File: config.mk
export PLATFORM = sky130hd
export DESIGN_NAME = hot_region_bounding_box_unit
export DESIGN_NICKNAME = d
export VERILOG_FILES = /design/src/hrbb_pkg.sv /design/src/hrbb_frame_stats.sv /design/src/hot_region_bounding_box_unit.sv
export SDC_FILE = /design/constraint.sdc
export NUM_CORES = 1
export LEC_CHECK = 0
export BUFFER_PORTS_ARGS = -buffer_cell sky130_fd_sc_hd__buf_2
export CAP_MARGIN = 20
export CORE_MARGIN = 3
export CORE_UTILIZATION = 25
export CTS_CLUSTER_DIAMETER = 150
export DETAILED_ROUTE_END_ITERATION = 8
export REMOVE_ABC_BUFFERS = 1
export SYNTH_ARGS = -nofsm -noshare
export SYNTH_HDL_FRONTEND = slang
export SYNTH_SLANG_ARGS = --single-unit
File: constraint.sdc
create_clock -name clk -period 7.85 [get_ports clk]
set_input_delay 1.57 -clock clk [delete_from_list [all_inputs] [get_ports clk]]
set_output_delay 1.57 -clock clk [all_outputs]
set_load 0.02 [all_outputs]
File: src/hrbb_pkg.sv
// package: payload types and fixed widths of the hot region bounding box unit
`timescale 1ns / 1ps
`default_nettype none
package hrbb_pkg;

  localparam int COORD_BITS   = 12;
  localparam int TEMP_BITS    = 16;
  localparam int CFG_IDX_BITS = 1;
  localparam int CFG_BITS     = 16;

  localparam logic [CFG_IDX_BITS-1:0] REG_HOT_THRESHOLD   = 1'b0;
  localparam logic [CFG_IDX_BITS-1:0] REG_COLUMNS_PER_ROW = 1'b1;

  localparam logic signed [TEMP_BITS-1:0] HOT_THRESHOLD_RESET = 16'sd960;
  localparam logic [COORD_BITS-1:0]       COLUMNS_RESET       = 12'd320;

  typedef struct packed {
    logic signed [TEMP_BITS-1:0] pixel_temp;
    logic                        frame_end;
  } in_beat_t;

  typedef struct packed {
    logic                        hot_found;
    logic [COORD_BITS-1:0]       box_top_row;
    logic [COORD_BITS-1:0]       box_left_col;
    logic [COORD_BITS-1:0]       box_bottom_row;
    logic [COORD_BITS-1:0]       box_right_col;
    logic signed [TEMP_BITS-1:0] frame_min_temp;
    logic [TEMP_BITS-2:0]        frame_max_temp;
  } out_beat_t;

endpackage
`default_nettype wire

File: src/hrbb_frame_stats.sv
// frame statistics: position counters, running min and max, hot pixel box
`timescale 1ns / 1ps
`default_nettype none
module hrbb_frame_stats
  import hrbb_pkg::*;
(
  input  wire logic                        clk,
  input  wire logic                        rst_n,
  input  wire logic                        step,
  input  wire in_beat_t                    pixel,
  input  wire logic signed [TEMP_BITS-1:0] hot_threshold,
  input  wire logic [COORD_BITS-1:0]       columns_per_row,
  output out_beat_t                        summary
);

  logic [COORD_BITS-1:0]       col_count_r, col_count_nxt;
  logic [COORD_BITS-1:0]       row_count_r, row_count_nxt;
  logic signed [TEMP_BITS-1:0] run_min_r, run_min_nxt;
  logic signed [TEMP_BITS-1:0] run_max_r, run_max_nxt;
  logic [COORD_BITS-1:0]       top_r, top_nxt;
  logic [COORD_BITS-1:0]       left_r, left_nxt;
  logic [COORD_BITS-1:0]       bottom_r, bottom_nxt;
  logic [COORD_BITS-1:0]       right_r, right_nxt;
  logic                        hot_seen_r, hot_seen_nxt;
  logic                        is_hot;
  logic [COORD_BITS:0]         col_inc;

  assign is_hot  = pixel.pixel_temp > hot_threshold;
  assign col_inc = {1'b0, col_count_r} + {{COORD_BITS{1'b0}}, 1'b1};

  // updated frame state including the current pixel
  always_comb begin
    run_min_nxt  = (pixel.pixel_temp < run_min_r) ? pixel.pixel_temp : run_min_r;
    run_max_nxt  = (pixel.pixel_temp > run_max_r) ? pixel.pixel_temp : run_max_r;
    top_nxt      = top_r;
    left_nxt     = left_r;
    bottom_nxt   = bottom_r;
    right_nxt    = right_r;
    hot_seen_nxt = hot_seen_r;
    if (is_hot) begin
      if (row_count_r < top_r)    top_nxt    = row_count_r;
      if (col_count_r < left_r)   left_nxt   = col_count_r;
      if (row_count_r > bottom_r) bottom_nxt = row_count_r;
      if (col_count_r > right_r)  right_nxt  = col_count_r;
      hot_seen_nxt = 1'b1;
    end
    // zero columns behaves as one since the compare is always true
    if (col_inc >= {1'b0, columns_per_row}) begin
      col_count_nxt = '0;
      row_count_nxt = row_count_r + {{(COORD_BITS-1){1'b0}}, 1'b1};
    end else begin
      col_count_nxt = col_inc[COORD_BITS-1:0];
      row_count_nxt = row_count_r;
    end
  end

  // summary of the frame as it stands after this pixel
  always_comb begin
    summary.hot_found      = hot_seen_nxt;
    summary.box_top_row    = hot_seen_nxt ? top_nxt    : '0;
    summary.box_left_col   = hot_seen_nxt ? left_nxt   : '0;
    summary.box_bottom_row = hot_seen_nxt ? bottom_nxt : '0;
    summary.box_right_col  = hot_seen_nxt ? right_nxt  : '0;
    summary.frame_min_temp = run_min_nxt;
    summary.frame_max_temp = run_max_nxt[TEMP_BITS-2:0];
  end

  always_ff @(posedge clk) begin
    if (!rst_n || (step && pixel.frame_end)) begin
      col_count_r <= '0;
      row_count_r <= '0;
      run_min_r   <= '0;
      run_max_r   <= '0;
      top_r       <= '1;
      left_r      <= '1;
      bottom_r    <= '0;
      right_r     <= '0;
      hot_seen_r  <= 1'b0;
    end else if (step) begin
      col_count_r <= col_count_nxt;
      row_count_r <= row_count_nxt;
      run_min_r   <= run_min_nxt;
      run_max_r   <= run_max_nxt;
      top_r       <= top_nxt;
      left_r      <= left_nxt;
      bottom_r    <= bottom_nxt;
      right_r     <= right_nxt;
      hot_seen_r  <= hot_seen_nxt;
    end
  end

endmodule
`default_nettype wire

File: src/hot_region_bounding_box_unit.sv
// top level: hot region bounding box unit with frame min and max
`timescale 1ns / 1ps
`default_nettype none
// Takes a thermal frame one pixel beat at a time in raster order (signed
// temperatures in 1/16 degree steps) and emits one summary beat on the beat
// marked frame_end: whether any pixel was strictly hotter than hot_threshold,
// the bounding box of those pixels (all zero when none), and the frame min
// and max, both starting from zero. A pixel beat enters an input register and
// is folded into the frame state as it leaves that register; the summary waits
// in an output register. One pixel is taken per cycle; the only stall is a
// frame_end beat held in the input register while an earlier summary is not
// yet taken. Register writes act at once and do not clear frame state; write
// them only while the block is idle.
module hot_region_bounding_box_unit
  import hrbb_pkg::*;
(
  input  wire logic                    clk,
  input  wire logic                    rst_n,
  input  wire logic                    in_valid,
  output logic                         in_ready,
  input  wire in_beat_t                in_data,
  output logic                         out_valid,
  input  wire logic                    out_ready,
  output out_beat_t                    out_data,
  input  wire logic                    cfg_we,
  input  wire logic [CFG_IDX_BITS-1:0] cfg_index,
  input  wire logic [CFG_BITS-1:0]     cfg_wdata
);

  // configuration registers
  logic signed [TEMP_BITS-1:0] hot_threshold_r;
  logic [COORD_BITS-1:0]       columns_per_row_r;

  // input register
  logic     in_valid_r, in_valid_nxt;
  in_beat_t in_data_r;

  // output register
  logic      out_valid_r, out_valid_nxt;
  out_beat_t out_data_r;
  out_beat_t summary;

  logic step;

  always_ff @(posedge clk) begin
    if (!rst_n) begin
      hot_threshold_r   <= HOT_THRESHOLD_RESET;
      columns_per_row_r <= COLUMNS_RESET;
    end else if (cfg_we) begin
      case (cfg_index)
        REG_HOT_THRESHOLD:   hot_threshold_r   <= cfg_wdata[TEMP_BITS-1:0];
        REG_COLUMNS_PER_ROW: columns_per_row_r <= cfg_wdata[COORD_BITS-1:0];
        default: ;
      endcase
    end
  end

  // a pixel moves on unless it closes a frame and the summary slot is busy
  assign step     = in_valid_r && (!in_data_r.frame_end || !out_valid_r || out_ready);
  assign in_ready = !in_valid_r || step;

  always_comb begin
    in_valid_nxt = in_valid_r;
    if (in_valid && in_ready) in_valid_nxt = 1'b1;
    else if (step)            in_valid_nxt = 1'b0;
    out_valid_nxt = out_valid_r;
    if (step && in_data_r.frame_end) out_valid_nxt = 1'b1;
    else if (out_ready)              out_valid_nxt = 1'b0;
  end

  always_ff @(posedge clk) begin
    if (!rst_n) begin
      in_valid_r  <= 1'b0;
      out_valid_r <= 1'b0;
    end else begin
      in_valid_r  <= in_valid_nxt;
      out_valid_r <= out_valid_nxt;
    end
  end

  // payload registers, no reset
  always_ff @(posedge clk) begin
    if (in_valid && in_ready) in_data_r <= in_data;
    if (step && in_data_r.frame_end) out_data_r <= summary;
  end

  hrbb_frame_stats u_stats (
    .clk             (clk),
    .rst_n           (rst_n),
    .step            (step),
    .pixel           (in_data_r),
    .hot_threshold   (hot_threshold_r),
    .columns_per_row (columns_per_row_r),
    .summary         (summary)
  );

  assign out_valid = out_valid_r;
  assign out_data  = out_data_r;

endmodule
`default_nettype wire

# Yosys cells after proc, flatten, opt, wreduce, memory -nomap -nowiden

Cells that the tools add are included.

Register bits: 232
Input port bits: 39

Add/subtract/negate cells: 2
Magnitude comparators: 8
Muxes and demuxes: 16
Bitwise gates (word level): 1
Reduce and logical (&&, ||, !) cells: 17

Operators by type and width:

| kind                    | count |
|---|---|
| $mux W12                | 9 |
| $gt A16 B16 Y1          | 2 |
| $gt A12 B12 Y1          | 2 |
| $lt A12 B12 Y1          | 2 |
| $lt A16 B16 Y1          | 1 |
| $mux W16                | 1 |
| $mux W15                | 1 |
| $add A12 B1 Y13 const B | 1 |
| $ge A13 B12 Y1          | 1 |
| $add A12 B1 Y12 const B | 1 |
| $reduce_and A2 Y1       | 4 |
| $mux W1                 | 5 |
| $logic_not A1 Y1        | 4 |
| $logic_or A1 B1 Y1      | 4 |
| $reduce_bool A2 Y1      | 2 |
| $logic_and A1 B1 Y1     | 3 |
| $not A1 Y1              | 1 |

# Depth between registers and ports, before layout

Word-level depth: 7
Mapped depth: 14
Depth with buffers taken out: 12

# Modules after synthesis

A second synthesis with hierarchy kept.

Cell total of the unflattened synthesis: 1198
Area, all modules: 11967.7 µm²

By module, submodules not included:

| module                       | instances | cells an instance | area each (µm²) | seq. area each (µm²) |
|---|---|---|---|---|
| hrbb_frame_stats             | 1         | 964               | 7886.3          | 2102.0 |
| hot_region_bounding_box_unit | 1         | 234               | 4081.4          | 3513.4 |

# Least setup slack after synthesis

No wires, ideal clock.

Path kind: input-to-reg
Start: input port out_ready
End: register out_data_r (netlist bit out_data[0]) (enable)
Setup time: 434 ps
Arrival: 3764 ps
Required time: 7416 ps
Slack: 3653 ps
Cell stages on the path: 4
Path buffers: 0
Cell sequence: and2b_1 -> a21boi_2 -> nand2_1 -> inv_1

Word-level cells in the longest chain between the ends: 3

Ends and longest elaborated chain:

| item                 | RTL line                           | RTL |
|---|---|---|
| from (decl)          | hot_region_bounding_box_unit.sv:23 | `input wire logic out_ready,` |
| $logic_or A1 B1 Y1   | hot_region_bounding_box_unit.sv:59 | `assign step = in_valid_r && (!in_data_r.frame_end \|\| !out_valid_r \|\| out_ready);` |
| $logic_and A1 B1 Y1  | hot_region_bounding_box_unit.sv:59 |  |
| $logic_and A1 B1 Y1  | hot_region_bounding_box_unit.sv:84 | `if (step && in_data_r.frame_end) out_data_r <= summary;` |
| to (signal assigned) | hot_region_bounding_box_unit.sv:84 |  |
| to (decl)            | hot_region_bounding_box_unit.sv:40 | `out_beat_t out_data_r;` |

No other way between the ends.
A chain may end at the register's enable or synchronous reset.

# Final worst setup path

Start: input port out_ready
End: output port in_ready

Word-level cells in the longest chain between the ends: 3

Ends and longest elaborated chain:

| item                | RTL line                           | RTL |
|---|---|---|
| $logic_or A1 B1 Y1  | hot_region_bounding_box_unit.sv:59 |  |
| $logic_and A1 B1 Y1 | hot_region_bounding_box_unit.sv:59 |  |
| $logic_or A1 B1 Y1  | hot_region_bounding_box_unit.sv:60 | `assign in_ready = !in_valid_r \|\| step;` |
| to (decl)           | hot_region_bounding_box_unit.sv:20 | `output logic in_ready,` |

No other way between the ends.

==> results.md <==
- Run status: finished, final reports clean
- Sort of element at the end of the critical path: output pin
- Final Non-Filler Cells: 1899
- Min cycle time layout: 3.84 ns
- Number of port buffers: 120
- Total design power: 2.90 mW
- Largest driver fanout on the critical path: 5
- Total I/O pin count: 121
- Maximum resistive drop on vdd: 135 µV
- Number of violations reported at the end of detailed-routing iteration 0: 620
- Register-to-Register Path Depth: 9
- Logic depth of the worst setup path including buffers: 4
- Clk pwr share: 42.5%
- Hold Fails Final Rpt: 0
- Fin crit share: 49.0%
- Share of cells above drive strength 1: 16.9%
- All-layer global routing usage: 11.8%
- Family of cells with the greatest summed delay on the critical path: simple AND/OR/NAND/NOR gates
- Static leakage: 5.77 nW
- Overall overflow remaining after global route: 0
- DIE AREA: 50300 µm²
- Average wire per standard cell: 15.8 µm
- Crit path kind: input port to output pin
- Pwr dens: 208 nW/µm²
- Most prevalent standard cell on the critical path: buf_2
- Reg clk slew, reported paths: 0.06 ns
- Clock buffer count from CTS: 26
- Cell depth of the worst min-delay path: 2
- Combinational fraction of design power: 11.2%
- Post-synth design cell area: 11900 µm²
- Routed vias/inst: 4.66
- Number of levels in the clock H-tree: 1
- EDFF count, synth: 97
- Critical path launch point type: input port
- Ordered cell list for the critical path: buf_2, and2b_1, nand3_1, buf_2
- Routed Wire Length: 30000 µm
- RSZ-0062 raised after global routing: no
- Count of antenna diodes in the layout: 0
- Final slew viol count: 0
- Synth async-reset ratio: 0%
- Switching Power: 744 µW
- Number of maximum-capacitance violations: 0
- Placeable Area: 46800 µm²
- Root Buffer Master: clkbuf_16
- Die outline width: 224 µm
- Slew at the pin closest to its max-slew limit: 1.02 ns
- Worst endpoint required time: 6.28 ns
- Mapped Avg Cell Area: 10.1 µm²
- Routability-driven placement congestion ratio: 0.810
- Hpwl dp: 21100 µm
- Cell with the largest stage delay on the worst path: and2b_1
- TritonCTS clock tree: done
- Initial core utilization: 25.5%
- Antenna violations before repair: 0
- Pin count of the biggest net entering global routing: 115
- Total number of placement rows: 79
- Delay contributed by the slowest stage of the critical path: 0.29 ns
- CTS resizes: 0
- Vias in the first global route: 8679
- Arrival time worst endpoint: 2.27 ns
- Worst min-delay path class: flop to flop
- Worst path setup slack after routing: 4.01 ns
- Count of unresolved DRC violations after routing: 0
- Total number of nets in the final design: 1418
- Number of storage elements in the synthesis netlist: 232
- Worst slew margin relative to its limit: 32.3%
- Max Clock Skew: 0.00740 ns
- Post-cts hold buffer count: 0
- Leading cell types in the layout, fill and taps excluded: nand2_1, dfxtp_1, buf_2
- Number of instances in the synthesized netlist: 1178
- Iteration count of the initial detailed-routing pass: 4
- Total clock sinks: 232
- Register area share after synthesis: 47.2%
- Buffers inserted by post-CTS timing repair: 0
- DRT antenna net count: 0
- Y dimension of the die: 224 µm
- Buffer depth of the longest clock path: 3
- Area Growth Syn to Fin: 17.2%
- Clock network latency to the later pin of the worst-skew pair: 0.53 ns
- Share of total power in sequential cells: 46.3%
- Synth warnings: 0
- Total buffers and inverters traversed by the critical path: 2
- Aggregate negative setup slack: 0 ns
- Wire length of the first global-routing pass: 47800 µm
- Internal power of the cells: 2.15 mW
- Number of vias in the routed layout: 8840
- Final setup violating endpoints: 0
- Worst slack at placement: 3.39 ns
- Commonest non-fill, non-tap cell in the layout: nand2_1
- Placed Instances: 1849
- Most used flip-flop cell after synthesis: dfxtp_1
- Number of different library cells in the post-synthesis netlist: 60
- Maximum operating frequency: 0.260 GHz
- Fraction of power spent switching nets: 25.7%
final cells by class:
type / count / area, µm²
tap: 607 / 759
inverter: 110 / 414
clock inverter: 15 / 139
clock buffer: 33 / 728
multi-input combinational: 769 / 5580
sequential: 232 / 5620
fill: 4849 / 32800
timing repair buffer: 133 / 716
synthesized netlist by cell type, drive strengths merged (22+ instances only):
cell    instances  share of area, %
a21boi         25               1.6
a21oi          36               1.6
a22o           48               3.5
buf            27               1.3
clkbuf         40               1.3
dfxtp         135                23
edfxtp         97                24
ha            107                11
inv           110               3.5
mux2i          49               4.1
nand2         176               5.6
nand3          25               1.1
nor2           42               1.3
nor3           22               1.4
o211ai         25               1.7
o21ai          30               1.3
path summary, 6_finish.rpt:
| check | start | end | slack, ns |
|---|---|---|---|
| max reg2reg | in_data_r[15]$_DFFE_PP_ | out_data[62]$_SDFFCE_PN0P_ | 4.30 |
| min reg2reg | u_stats.run_max_r[13]$_SDFFE_PP0P_ | u_stats.run_max_r[13]$_SDFFE_PP0P_ | 0.46 |
| min | u_stats.run_max_r[13]$_SDFFE_PP0P_ | u_stats.run_max_r[13]$_SDFFE_PP0P_ | 0.46 |
| max | out_ready | in_ready | 4.01 |
logic make-up after synthesis:
kind of cell	synth area share, %
buffers and inverters	6.00
xor gates and xnor gates	1.47
DFF	47.2
AOI/OAI and AO/OA	14.6
adders and majority gates	11.2
and+or+nand+nor	13.6
muxes	5.82
per-stage QoR:
step           util [%]  hold WS, ns  area, µm²
6_report           29.8        0.462      14000
3_5_place_dp       27.9        0.455      13100
3_3_place_gp       27.9        0.445      13000
5_1_grt            29.8        0.492      14000
4_1_cts            29.8        0.466      13900
2_1_floorplan         -        0.438      11600
power groups by stage:
stage | clock network [mW] | registers [mW] | logic (mW)
after floorplan | 0 | 1.38 | 0.201
after global placement | 0 | 1.37 | 0.314
after detailed placement | 0 | 1.37 | 0.320
after CTS | 1.27 | 1.34 | 0.324
after global routing | 1.32 | 1.35 | 0.362
final | 1.23 | 1.34 | 0.324
routing by layer:
layer	global-route usage [%]	routed length, µm	vias to the layer above
met5	0	0	-
met4	2.28	564	0
met3	2.45	1680	37
met2	18.6	13200	216
met1	16.8	14600	4195
li1	-	-	4392
state kept, by name, summed over array words and instances, names as in the netlist:
register and count:
u_stats.run_min_r 16, u_stats.row_count_r 12, out_valid 1, u_stats.right_r 12, u_stats.run_max_r 16, u_stats.left_r 12, columns_per_row_r 12, u_stats.col_count_r 12
u_stats.top_r 12, out_data 80, in_data_r 17, u_stats.hot_seen_r 1, in_valid_r 1, u_stats.bottom_r 12, hot_threshold_r 16
worst min-delay path, delay by kind of cell, from the launching register on:
family / cells / cell delay (ns)
AND/OR/NAND/NOR: 1 / 0.05
multiplexers: 1 / 0.05
flip-flops: 1 / 0.31
Note: power is estimated with default switching activity, not from simulation.
